==> config.mk <==
export PLATFORM = sky130hd
export DESIGN_NAME = platform_interrupt_controller_unit
export DESIGN_NICKNAME = d
export VERILOG_FILES = /design/src/hdl/plic_pkg.sv /design/src/hdl/platform_interrupt_controller_unit.sv /design/src/hdl/plic_ctrl.sv /design/src/hdl/plic_dp.sv
export SDC_FILE = /design/constraint.sdc
export NUM_CORES = 1
export LEC_CHECK = 0
export ABC_AREA = 1
export BUFFER_PORTS_ARGS = -buffer_cell sky130_fd_sc_hd__buf_2
export CORE_MARGIN = 2
export CORE_UTILIZATION = 47
export CTS_CLUSTER_SIZE = 8
export DETAILED_ROUTE_END_ITERATION = 7
export GPL_TIMING_DRIVEN = 0
export PLACE_DENSITY = 0.74
export SLEW_MARGIN = 20
export SYNTH_ARGS = -nofsm -noshare
export SYNTH_HDL_FRONTEND = slang
export SYNTH_SLANG_ARGS = --single-unit
export TNS_END_PERCENT = 10
==> constraint.sdc <==
create_clock -name aclk -period 10.8 [get_ports aclk]
set_clock_uncertainty 0.2 [all_clocks]
set_input_delay 1.62 -clock aclk [delete_from_list [all_inputs] [get_ports aclk]]
set_output_delay 1.62 -clock aclk [all_outputs]
set_load 0.02 [all_outputs]
==> src/hdl/plic_pkg.sv <==
`timescale 1ns / 1ps
// ----------------------------------------------------------------------------
// plic_pkg: shared definitions for the platform interrupt controller
// Map constants, geometry of the bitmaps and the priority store, bus
// transaction types and the control/status bundles between the parts.
// ----------------------------------------------------------------------------
package plic_pkg;

    // Geometry
    localparam int SOURCES       = 32;
    localparam int CONTEXTS      = 2;
    localparam int PRIORITY_BITS = 3;

    localparam int WORDS    = (SOURCES + 31) / 32;
    localparam int BITMAP_W = WORDS * 32;
    localparam int SLOT_W   = $clog2(BITMAP_W);
    localparam int WORD_IW  = (WORDS > 1) ? $clog2(WORDS) : 1;
    localparam int CTX_IW   = (CONTEXTS > 1) ? $clog2(CONTEXTS) : 1;

    // Priority store: rows of CHUNK entries, one row compared per cycle
    localparam int CHUNK   = 8;
    localparam int CHUNK_W = $clog2(CHUNK);
    localparam int NROWS   = (SOURCES + CHUNK - 1) / CHUNK;
    localparam int ROW_W   = (NROWS > 1) ? $clog2(NROWS) : 1;
    localparam int SLOTS   = NROWS * CHUNK;

    // Register map
    localparam logic [25:0] PEND_BASE     = 26'h000_1000;
    localparam logic [25:0] EN_BASE       = 26'h000_2000;
    localparam logic [25:0] CTX_BASE      = 26'h020_0000;
    localparam logic [11:0] REG_THRESHOLD = 12'h000;
    localparam logic [11:0] REG_CLAIM     = 12'h004;

    // Operation codes
    localparam logic [1:0] OP_SAMPLE = 2'd0;
    localparam logic [1:0] OP_READ   = 2'd1;
    localparam logic [1:0] OP_WRITE  = 2'd2;

    typedef struct packed {
        logic [1:0]  operation;
        logic [25:0] address;
        logic [31:0] write_data;
        logic [31:0] request_lines;
    } plic_in_t;

    typedef struct packed {
        logic [31:0] read_data;
        logic [1:0]  context_interrupt;
    } plic_out_t;

    // Commands from the controller to the datapath
    typedef struct packed {
        logic             take;
        logic             scan_init;
        logic             scan_step;
        logic [ROW_W-1:0] step_row;
        logic [ROW_W-1:0] rd_row;
        logic             rd_bus;
        logic             access;
        logic             capture;
        logic             result_load;
    } plic_cmd_t;

    // Status from the datapath to the controller
    typedef struct packed {
        logic out_free;
    } plic_sts_t;

    // Implemented sources within bitmap word w, source zero excluded
    function automatic logic [31:0] word_mask(input int w);
        int          base;
        logic [31:0] m;
        base = w * 32;
        if (base >= SOURCES) begin
            m = '0;
        end else if (SOURCES - base >= 32) begin
            m = '1;
        end else begin
            m = (32'd1 << (SOURCES - base)) - 32'd1;
        end
        if (w == 0) begin
            m[0] = 1'b0;
        end
        return m;
    endfunction

    // Sources that a request line reaches
    function automatic logic [BITMAP_W-1:0] req_mask();
        logic [BITMAP_W-1:0] m;
        m = '0;
        for (int s = 1; s < BITMAP_W; s++) begin
            if (s < 32 && s < SOURCES) begin
                m[s] = 1'b1;
            end
        end
        return m;
    endfunction

endpackage

==> src/hdl/platform_interrupt_controller_unit.sv <==
// Sequence: from the input accept the sequencer loads, scans all NROWS = SOURCES/8 (4) rows
// of the priority store, one row of eight sources per cycle, performs the access, scans again
// and loads the result once the output register is free; the next transaction waits for that.
// Reset: aresetn is synchronous, active low; it clears the sequencer, all bitmaps,
// thresholds and output valid; priority entries read zero until written.
`timescale 1ns / 1ps
// ----------------------------------------------------------------------------
// platform_interrupt_controller_unit: memory-mapped platform interrupt controller
// Samples request lines into a gateway, serves priority, pending, enable,
// threshold and claim/complete accesses, and drives one line per context.
// ----------------------------------------------------------------------------
module platform_interrupt_controller_unit
    import plic_pkg::*;
(
    input  logic      aclk,
    input  logic      aresetn,
    input  logic      s_valid,
    output logic      s_ready,
    input  plic_in_t  s_data,
    output logic      m_valid,
    input  logic      m_ready,
    output plic_out_t m_data
);

    plic_cmd_t cmd;
    plic_sts_t sts;

    // Sequence each transaction
    plic_ctrl u_ctrl (
        .aclk    (aclk),
        .aresetn (aresetn),
        .s_valid (s_valid),
        .s_ready (s_ready),
        .sts     (sts),
        .cmd     (cmd)
    );

    // Hold state and compute results
    plic_dp u_dp (
        .aclk    (aclk),
        .aresetn (aresetn),
        .s_data  (s_data),
        .m_valid (m_valid),
        .m_ready (m_ready),
        .m_data  (m_data),
        .cmd     (cmd),
        .sts     (sts)
    );

endmodule

==> src/hdl/plic_ctrl.sv <==
`timescale 1ns / 1ps
// ----------------------------------------------------------------------------
// plic_ctrl: transaction sequencer
// Steps each transaction through sampling, the pre-access arbitration scan,
// the bus access, the post-access scan and the result hand-off.
// ----------------------------------------------------------------------------
module plic_ctrl
    import plic_pkg::*;
(
    input  logic      aclk,
    input  logic      aresetn,
    input  logic      s_valid,
    output logic      s_ready,
    input  plic_sts_t sts,
    output plic_cmd_t cmd
);

    localparam logic [2:0] ST_IDLE   = 3'd0;
    localparam logic [2:0] ST_LOAD   = 3'd1;
    localparam logic [2:0] ST_SCAN1  = 3'd2;
    localparam logic [2:0] ST_ACCESS = 3'd3;
    localparam logic [2:0] ST_POST   = 3'd4;
    localparam logic [2:0] ST_SCAN2  = 3'd5;
    localparam logic [2:0] ST_FINISH = 3'd6;

    logic [2:0]       state_reg, state_next;
    logic [ROW_W-1:0] cnt_reg, cnt_next;
    logic             last_row;

    assign last_row = (cnt_reg == ROW_W'(NROWS - 1));

    // Decode state into commands
    always_comb begin
        state_next      = state_reg;
        cnt_next        = cnt_reg;
        s_ready         = 1'b0;
        cmd             = '0;
        cmd.step_row    = cnt_reg;
        case (state_reg)
            ST_IDLE: begin
                s_ready = 1'b1;
                if (s_valid) begin
                    cmd.take   = 1'b1;
                    state_next = ST_LOAD;
                end
            end
            ST_LOAD: begin
                cmd.scan_init = 1'b1;
                cnt_next      = '0;
                state_next    = ST_SCAN1;
            end
            ST_SCAN1: begin
                cmd.scan_step = 1'b1;
                if (last_row) begin
                    state_next = ST_ACCESS;
                end else begin
                    cnt_next   = cnt_reg + ROW_W'(1);
                    cmd.rd_row = cnt_reg + ROW_W'(1);
                end
            end
            ST_ACCESS: begin
                cmd.access = 1'b1;
                cmd.rd_bus = 1'b1;
                state_next = ST_POST;
            end
            ST_POST: begin
                cmd.capture   = 1'b1;
                cmd.scan_init = 1'b1;
                cnt_next      = '0;
                state_next    = ST_SCAN2;
            end
            ST_SCAN2: begin
                cmd.scan_step = 1'b1;
                if (last_row) begin
                    state_next = ST_FINISH;
                end else begin
                    cnt_next   = cnt_reg + ROW_W'(1);
                    cmd.rd_row = cnt_reg + ROW_W'(1);
                end
            end
            ST_FINISH: begin
                // Hold until the output register is free
                if (sts.out_free) begin
                    cmd.result_load = 1'b1;
                    state_next      = ST_IDLE;
                end
            end
            default: begin
                state_next = ST_IDLE;
            end
        endcase
    end

    // Advance state
    always_ff @(posedge aclk) begin
        if (!aresetn) begin
            state_reg <= ST_IDLE;
            cnt_reg   <= '0;
        end else begin
            state_reg <= state_next;
            cnt_reg   <= cnt_next;
        end
    end

endmodule

==> src/hdl/plic_dp.sv <==
`timescale 1ns / 1ps
// ----------------------------------------------------------------------------
// plic_dp: interrupt controller datapath
// Holds the priority store, pending/claimed/enable bitmaps and thresholds,
// the per-context arbitration registers, address decode and result register.
// ----------------------------------------------------------------------------
module plic_dp
    import plic_pkg::*;
(
    input  logic      aclk,
    input  logic      aresetn,
    input  plic_in_t  s_data,
    output logic      m_valid,
    input  logic      m_ready,
    output plic_out_t m_data,
    input  plic_cmd_t cmd,
    output plic_sts_t sts
);

    // Transaction and architectural state
    plic_in_t                item_reg;
    logic [BITMAP_W-1:0]     pending_reg;
    logic [BITMAP_W-1:0]     claimed_reg;
    logic [BITMAP_W-1:0]     enable_reg    [CONTEXTS];
    logic [PRIORITY_BITS-1:0] threshold_reg [CONTEXTS];

    // Priority store and its read port
    logic [PRIORITY_BITS-1:0] prio_mem      [NROWS][CHUNK];
    logic [SLOTS-1:0]         prio_valid_reg;
    logic [PRIORITY_BITS-1:0] rd_row_reg    [CHUNK];
    logic [ROW_W-1:0]         rd_addr;

    // Arbitration
    logic [PRIORITY_BITS-1:0] level_reg [CONTEXTS];
    logic [SLOT_W-1:0]        best_reg  [CONTEXTS];
    logic [PRIORITY_BITS-1:0] step_lvl  [CONTEXTS];
    logic [SLOT_W-1:0]        step_best [CONTEXTS];

    // Result
    logic [31:0] rdata_reg;
    logic        prio_rd_reg;
    plic_out_t   out_reg;
    logic        m_valid_reg;
    logic [1:0]  irq;

    // Address decode
    logic [25:0]        addr_a;
    logic               is_rd, is_wr;
    logic               in_prio, in_pend, in_en;
    logic [9:0]         prio_src;
    logic               prio_ok;
    logic [ROW_W-1:0]   prio_row;
    logic [CHUNK_W-1:0] prio_col;
    logic [9:0]         pend_w;
    logic               pend_ok;
    logic [25:0]        en_off;
    logic [13:0]        en_ctx;
    logic [4:0]         en_w;
    logic               en_ok;
    logic [25:0]        cx_off;
    logic [13:0]        cx_ctx;
    logic [11:0]        cx_reg;
    logic               cx_ok;
    logic [CTX_IW-1:0]  en_idx, cx_idx;
    logic [WORD_IW-1:0] pend_widx, en_widx;
    logic [31:0]        wdata;
    logic               cpl_ok;
    logic [SLOT_W-1:0]  cpl_idx;

    assign addr_a    = {item_reg.address[25:2], 2'b00};
    assign is_rd     = (item_reg.operation == OP_READ);
    assign is_wr     = (item_reg.operation == OP_WRITE);
    assign wdata     = item_reg.write_data;
    assign in_prio   = (addr_a < PEND_BASE);
    assign in_pend   = (addr_a < EN_BASE);
    assign in_en     = (addr_a < CTX_BASE);
    assign prio_src  = addr_a[11:2];
    assign prio_ok   = (prio_src != 10'd0) && (prio_src < SOURCES);
    assign prio_row  = prio_src[CHUNK_W +: ROW_W];
    assign prio_col  = prio_src[CHUNK_W-1:0];
    assign pend_w    = addr_a[11:2];
    assign pend_ok   = (pend_w < WORDS);
    assign pend_widx = pend_w[WORD_IW-1:0];
    assign en_off    = addr_a - EN_BASE;
    assign en_ctx    = en_off[20:7];
    assign en_w      = en_off[6:2];
    assign en_ok     = (en_ctx < CONTEXTS) && (en_w < WORDS);
    assign en_idx    = en_ctx[CTX_IW-1:0];
    assign en_widx   = en_w[WORD_IW-1:0];
    assign cx_off    = addr_a - CTX_BASE;
    assign cx_ctx    = cx_off[25:12];
    assign cx_reg    = cx_off[11:0];
    assign cx_ok     = (cx_ctx < CONTEXTS);
    assign cx_idx    = cx_ctx[CTX_IW-1:0];
    assign cpl_idx   = wdata[SLOT_W-1:0];
    assign cpl_ok    = (wdata != 32'd0) && (wdata < SOURCES) && enable_reg[cx_idx][cpl_idx];

    // Select the priority store row to read
    assign rd_addr = cmd.rd_bus ? (prio_ok ? prio_row : '0) : cmd.rd_row;

    // Write and read the priority store
    always_ff @(posedge aclk) begin
        if (cmd.access && is_wr && in_prio && prio_ok) begin
            prio_mem[prio_row][prio_col] <= wdata[PRIORITY_BITS-1:0];
        end
        for (int j = 0; j < CHUNK; j++) begin
            rd_row_reg[j] <= prio_valid_reg[{rd_addr, CHUNK_W'(j)}] ?
                             prio_mem[rd_addr][j] : '0;
        end
    end

    // Track written priority entries; unwritten ones read as zero
    always_ff @(posedge aclk) begin
        if (!aresetn) begin
            prio_valid_reg <= '0;
        end else if (cmd.access && is_wr && in_prio && prio_ok) begin
            prio_valid_reg[{prio_row, prio_col}] <= 1'b1;
        end
    end

    // Compare one row of sources per context
    always_comb begin
        for (int c = 0; c < CONTEXTS; c++) begin
            step_lvl[c]  = level_reg[c];
            step_best[c] = best_reg[c];
            for (int j = 0; j < CHUNK; j++) begin
                if ((int'({cmd.step_row, CHUNK_W'(j)}) < SOURCES) &&
                    ({cmd.step_row, CHUNK_W'(j)} != '0) &&
                    pending_reg[SLOT_W'({cmd.step_row, CHUNK_W'(j)})] &&
                    enable_reg[c][SLOT_W'({cmd.step_row, CHUNK_W'(j)})] &&
                    (rd_row_reg[j] > step_lvl[c])) begin
                    step_lvl[c]  = rd_row_reg[j];
                    step_best[c] = SLOT_W'({cmd.step_row, CHUNK_W'(j)});
                end
            end
        end
    end

    // Hold the running winner per context
    always_ff @(posedge aclk) begin
        for (int c = 0; c < CONTEXTS; c++) begin
            if (cmd.scan_init) begin
                level_reg[c] <= threshold_reg[c];
                best_reg[c]  <= '0;
            end else if (cmd.scan_step) begin
                level_reg[c] <= step_lvl[c];
                best_reg[c]  <= step_best[c];
            end
        end
    end

    // Latch the transaction
    always_ff @(posedge aclk) begin
        if (cmd.take) begin
            item_reg <= s_data;
        end
    end

    // Update bitmaps and thresholds: sample on take, bus access after scan
    always_ff @(posedge aclk) begin
        if (!aresetn) begin
            pending_reg <= '0;
            claimed_reg <= '0;
            for (int c = 0; c < CONTEXTS; c++) begin
                enable_reg[c]    <= '0;
                threshold_reg[c] <= '0;
            end
        end else if (cmd.take) begin
            pending_reg <= pending_reg |
                           (BITMAP_W'(s_data.request_lines) & req_mask() & ~claimed_reg);
        end else if (cmd.access && !in_prio && !in_pend) begin
            if (in_en) begin
                if (is_wr && en_ok) begin
                    enable_reg[en_idx][en_widx*32 +: 32] <= wdata & word_mask(int'(en_widx));
                end
            end else if (cx_ok) begin
                if (cx_reg == REG_THRESHOLD) begin
                    if (is_wr) begin
                        threshold_reg[cx_idx] <= wdata[PRIORITY_BITS-1:0];
                    end
                end else if (cx_reg == REG_CLAIM) begin
                    if (is_rd && (best_reg[cx_idx] != '0)) begin
                        pending_reg[best_reg[cx_idx]] <= 1'b0;
                        claimed_reg[best_reg[cx_idx]] <= 1'b1;
                    end else if (is_wr && cpl_ok) begin
                        claimed_reg[cpl_idx] <= 1'b0;
                    end
                end
            end
        end
    end

    // Form read data
    always_ff @(posedge aclk) begin
        if (cmd.access) begin
            prio_rd_reg <= is_rd && in_prio && prio_ok;
            if (is_rd && !in_prio && in_pend && pend_ok) begin
                rdata_reg <= pending_reg[pend_widx*32 +: 32] &
                             word_mask(int'(pend_widx));
            end else if (is_rd && !in_pend && in_en && en_ok) begin
                rdata_reg <= enable_reg[en_idx][en_widx*32 +: 32];
            end else if (is_rd && !in_en && cx_ok && (cx_reg == REG_THRESHOLD)) begin
                rdata_reg <= 32'(threshold_reg[cx_idx]);
            end else if (is_rd && !in_en && cx_ok && (cx_reg == REG_CLAIM)) begin
                rdata_reg <= 32'(best_reg[cx_idx]);
            end else begin
                rdata_reg <= '0;
            end
        end else if (cmd.capture && prio_rd_reg) begin
            rdata_reg <= 32'(rd_row_reg[prio_col]);
        end
    end

    // Interrupt lines from the post-access scan
    always_comb begin
        irq = '0;
        for (int k = 0; k < 2; k++) begin
            if (k < CONTEXTS) begin
                irq[k] = (best_reg[CTX_IW'(k)] != '0);
            end
        end
    end

    // Output register
    always_ff @(posedge aclk) begin
        if (cmd.result_load) begin
            out_reg.read_data         <= rdata_reg;
            out_reg.context_interrupt <= irq;
        end
    end

    always_ff @(posedge aclk) begin
        if (!aresetn) begin
            m_valid_reg <= 1'b0;
        end else if (cmd.result_load) begin
            m_valid_reg <= 1'b1;
        end else if (m_ready) begin
            m_valid_reg <= 1'b0;
        end
    end

    assign m_valid      = m_valid_reg;
    assign m_data       = out_reg;
    assign sts.out_free = !m_valid_reg || m_ready;

endmodule

Yosys cells after proc, flatten, opt, wreduce, memory -nomap -nowiden
Memories as Yosys holds them, arrays and structs flattened. A register that Yosys moved wholly into a read port is not among the register bits.
Index checks and enable logic that the tools add are counted.
Widths: inputs -> output; s select.
{"block": "op_classes", "bitwise": 19, "magnitude_cmp": 53, "n_eq_ne": 19, "mux": 204, "reduce_logical": 93, "shifts": 6, "div_mod_pow": 0, "multipliers": 0, "n_addsub": 8}
{"operator": "$mux 32", "n": 28}
{"operator": "$and 32x32->32", "n": 5}
{"operator": "$lt 5x6->1 const B", "n": 19}
{"operator": "$mux 3", "n": 33}
{"operator": "$not 32->32", "n": 3}
{"operator": "$or 32x32->32", "n": 3}
{"operator": "$mux 5", "n": 19}
{"operator": "$mux 1", "n": 78}
{"operator": "$bmux 1 s2", "n": 32}
{"operator": "$ge 32x7->1 const B", "n": 2}
{"operator": "$shiftx 32x7->32", "n": 2}
{"operator": "$shl 1x32->32 const A", "n": 2}
{"operator": "$sub 32x1->32 const B", "n": 2}
{"operator": "$logic_and 1x1->1", "n": 62}
{"operator": "$gt 3x3->1", "n": 16}
{"operator": "$neg 6->34", "n": 1}
{"operator": "$shift 32x34->32 const A", "n": 1}
{"operator": "$shiftx 32x34->32", "n": 1}
{"operator": "$lt 32x6->1 const B", "n": 1}
{"operator": "$reduce_bool 32->1", "n": 1}
{"operator": "$reduce_or 32->1", "n": 1}
{"operator": "$lt 14x2->1 const B", "n": 2}
{"operator": "$lt 26x13->1 const B", "n": 1}
{"operator": "$lt 26x14->1 const B", "n": 1}
{"operator": "other kinds (44)", "n": 86}
{"block": "word_totals", "inputBits": 96, "out_inout_bits": 36, "mem_bits_rw": 206, "reg_bits": 229, "latch_bits": 0, "mem_bits_ro": 0, "mem_count": 6}
{"name": "u_dp.prio_mem", "words": 4, "word_bits": 24, "read_ports": 1, "rd_clocked_by_memory_dff": 0, "wr": 1, "line_no": "plic_dp.sv:28", "source": "logic [PRIORITY_BITS-1:0] prio_mem [NROWS][CHUNK];"}
{"name": "u_dp.enable_reg", "words": 2, "word_bits": 32, "read_ports": 4, "rd_clocked_by_memory_dff": 0, "wr": 2, "line_no": "plic_dp.sv:24", "source": "logic [BITMAP_W-1:0] enable_reg [CONTEXTS];"}
{"name": "u_dp.rd_row_reg", "words": 8, "word_bits": 3, "read_ports": 9, "rd_clocked_by_memory_dff": 1, "wr": 8, "line_no": "plic_dp.sv:30", "source": "logic [PRIORITY_BITS-1:0] rd_row_reg [CHUNK];"}
{"name": "u_dp.best_reg", "words": 2, "word_bits": 5, "read_ports": 3, "rd_clocked_by_memory_dff": 0, "wr": 2, "line_no": "plic_dp.sv:35", "source": "logic [SLOT_W-1:0] best_reg [CONTEXTS];"}
{"name": "u_dp.level_reg", "words": 2, "word_bits": 3, "read_ports": 2, "rd_clocked_by_memory_dff": 0, "wr": 2, "line_no": "plic_dp.sv:34", "source": "logic [PRIORITY_BITS-1:0] level_reg [CONTEXTS];"}
{"name": "u_dp.threshold_reg", "words": 2, "word_bits": 3, "read_ports": 3, "rd_clocked_by_memory_dff": 0, "wr": 2, "line_no": "plic_dp.sv:25", "source": "logic [PRIORITY_BITS-1:0] threshold_reg [CONTEXTS];"}

Depth between registers and ports, before layout
{"block": "depth", "word_depth": 29, "mapped_depth": 68, "depth_no_buf": 64}

Hierarchy
From an unflattened synthesis, not the netlist that was laid out.
{"block": "unflattened", "hier_cells": 2352, "hier_area_um2": 21196.6}
{"mod": "plic_dp", "n_inst": 1, "area_per_inst_um2": 20784.9, "cells_each": 2289, "seq_area_each_um2": 11601.1}
{"mod": "plic_ctrl", "n_inst": 1, "area_per_inst_um2": 411.6, "cells_each": 63, "seq_area_each_um2": 100.1}

Worst setup path after synthesis
No wires, ideal clock.
{"block": "synth_timing", "path_kind": "register to register", "startpoint": "reg u_ctrl.cnt_reg[0]", "endpoint": "mem u_dp.best_reg[0][0] (netlist bit), enable pin", "slack_ns": 1.222, "setup_ns": 0.264, "stages_incl_launch_ff": 64, "required_ns": 10.336, "synth_period_minus_slack_ns": 9.578, "t_arrival_ns": 9.114, "cell_sequence": "dfxtp_1 > inv_2 > buf_6 > clkbuf_1 > clkbuf_1 > clkbuf_1 > buf_1 > ha_1 > inv_1 > nand2_4 > nor2_8 > o21a_1 > ha_1 > o21ai_0 > nand3_2 > nand3_4 > nand2_4 > o21ai_0 > (+28 left out) > nor2_1 > a211oi_1 > nor2_1 > nand2_1 > inv_1 > nand2_1 > and2_1 > ha_1 > nand2_1 > nor2_1 > a211oi_1 > a31oi_1 > nand3_1 > inv_1 > nor2_1 > nand3_1 > o31ai_1 > inv_1"}
{"item": "start: declaration", "line_no": "plic_ctrl.sv:27", "source": "logic [ROW_W-1:0] cnt_reg, cnt_next;"}
{"item": "start signal: assignment", "line_no": "plic_ctrl.sv:101", "source": "cnt_reg <= cnt_next;"}
{"item": "end: declaration", "line_no": "plic_dp.sv:35"}

==> out/metrics.cfg <==
[outcome]
outcome = finished, final reports clean

[critical_path]
critPathKind = flop to flop
crit_path_start = u_ctrl.cnt_reg[1]$_SDFFE_PN0P_
crit_fanout = 10
worstPathRequired_ps = 10930
cpMaxStageDelayCell = dfxtp_1
worstPathArrival_ps = 10200
startpoint_type = flop
reg2reg_from = u_ctrl.cnt_reg[1]$_SDFFE_PN0P_
end_kind = flop
crit_path_max_incr_delay_ps = 340

[floorplanning]
rows = 77
coreArea_sq_um = 44000
die_w_um = 215
start_util_pct = 47.5
die_h_um = 215
pin_count = 132
die-area_sq_um = 46200

[clock_network]
h-tree-depth = 2
clk_path_buf_depth = 3
postCtsSetupBuffers = 0
cts.sinks = 433
root_buffer = clkbuf_16
postCtsHoldBufs = 0
ctsResizeCount = 4
cts_made_buffers = 60
clk_pin_slew_ps = 60
clock_latency_ps = 650
cts_tree = yes

[logic_synthesis]
yosysSeqAreaShare_pct = 56.1
syn-cell-area_sq_um = 20900
synthTopCellsByArea = edfxtp_1 44%, dfxtp_1 12%, o21ai_0 6.6%
netlist.area_leader.share_pct = 43.8
synth_top_cell_by_area = edfxtp_1
synth.most_common_cell = nor2_1
yosys_warnings = 0
async_flop_share_pct = 0
synth_common_cells = 359 x nor2_1, 305 x edfxtp_1, 276 x o21ai_0
syn_inst = 2305
synth_seq_cells = 433
synth-main-ff-cell = edfxtp_1
synth_edf_count = 305
synth.distinct_cells = 55
synth.avg_cell_area_sq_um = 9.06

[timing]
slew-limit-headroom_pct = 18.8
hold_violations = 0
hold_slack_ps = 214
clock.fmax_mhz = 99.3
fin_crit_ps = 10070
period_share_pct = 93.3
finalSetupViolCount = 0
fin_setup_tns_ps = 0
timing.final.ws_setup_ps = 728
finalMaxSlewViolations = 0
worst_slew_pin_slew_ps = 1210

[finish]
fill_cells = 3849
syn_to_final_growth_pct = 16.0
final_cells = 3143
layout-drive-gt1-share_pct = 11.8
fin_area_sq_um = 24200
nNetsFinal = 2630
antenna_cells = 0
largest_reg_flops = 96

[detailed_routing]
wl_per_cell_um = 22.5
drtIter0Drc = 2683
num_vias = 18750
drc = 0
ant_nets = 0
drtPass1Iterations = 6
route.final.wire_length_um = 70600
via_per_inst = 5.97

[placement]
placed_cell_area_sq_um = 22400
pre_cts_slack_ps = -781
io_buffers = 127
place_inst = 3036
post-dp-hpwl_um = 52700
gp_congestion = 1.04

[global_route]
grt_pass1_vias = 17597
grt_max_degree = 58
grt_remaining_overflow = 0
grt_pass1_wl_um = 105000
met1_usage_pct = 41.8
grtUsageMet3_pct = 6.37
antenna_found_initial = 1
grtUsageMet2_pct = 45.0
grt.busiest_layer = met2
grt_usage_pct = 29.9

[hold_path]
hp-class = flop to flop
min_from = u_dp.rdata_reg[0]$_DFFE_PP_

[power]
comb_power_share_pct = 30.5
p_seq_share_pct = 38.3
netSwitchingPower_mw = 2.14
swShare_pct = 37.5
power_density_nw_per_um2 = 235
ir_worst_vdd_v = 0.000144
clkPwrFrac_pct = 31.2
p_int_mw = 3.57
leakage_nw = 9.36

[job]
cap_violations = 0

[worst paths after layout]
kind | depth (start not counted) | slack (ps) | end
max | 61 | 730 | u_dp.best_reg[1][3]$_SDFFCE_PN0P_
min | 0 | 210 | u_dp.m_data[2]$_DFFE_PP_
max reg2reg | 61 | 730 | u_dp.best_reg[1][3]$_SDFFCE_PN0P_
min reg2reg | 0 | 210 | u_dp.m_data[2]$_DFFE_PP_
[routing by layer]
metal	vias up	routed length (um)	part of all wire (%)
met2	1260	30600	43
met3	210	8240	12
met4	0	3120	4.4
met1	8822	28700	41
li1	8458	-	-
met5	-	0	0
[cells in the final DEF (no fill, tap or decap), types with 42 or more instances in the layout]
cell type	instances
nor2_1	357
edfxtp_1	305
o21ai_0	268
inv_1	254
nand2_1	242
clkbuf_1	146
buf_2	133
dfxtp_1	126
nand3_1	106
a21oi_1	78
nor3_1	78
clkbuf_16	60
o22ai_1	42
[power by group through the flow]
stage	clock network, mW	logic [mW]	registers (mW)
2_1_floorplan	0	1.10	2.15
5_1_grt	1.86	1.88	2.19
3_3_place_gp	0	1.58	2.23
4_1_cts	1.79	1.67	2.17
3_5_place_dp	0	1.66	2.21
6_report	1.78	1.74	2.19
[cell type report]
class                           count  area [sq um]  area share (%)
Clock inverter                      4           110           0.454
Sequential cell                   433         11700            48.4
Timing Repair Buffer              137           766            3.16
Buffer                            108           432            1.78
Multi-Input combinational cell   1492          7770            32.1
Inverter                          271          1020            4.20
Tap cell                          592           741            3.06
Clock buffer                      106          1670            6.91
[worst max-delay path, delay by kind of cell, from the launching register on]
family                     cells  cell delay (ps)
and+or+nand+nor               30             3270
DFF                            1              340
buffers and inverters          9             1360
adders and majority gates      8             2280
AOI/OAI and AO/OA             14             2330
[kinds of logic after synthesis]
family | share of synthesized area (%)
mux | 0.144
other cells | 0.0179
xor+xnor | 0.0419
fa+ha+maj | 1.86
flops | 56.1
buf+inv | 6.92
compound gates | 16.2
simple gates | 18.7
[metrics by stage]
stage	power [mW]	util [%]
5_1_grt	5.94	55.1
3_5_place_dp	3.87	51.0
4_1_cts	5.64	55.0
3_3_place_gp	3.81	50.6
6_report	5.70	55.1
2_1_floorplan	3.25	-
Note: power is estimated with default switching activity, not from simulation.
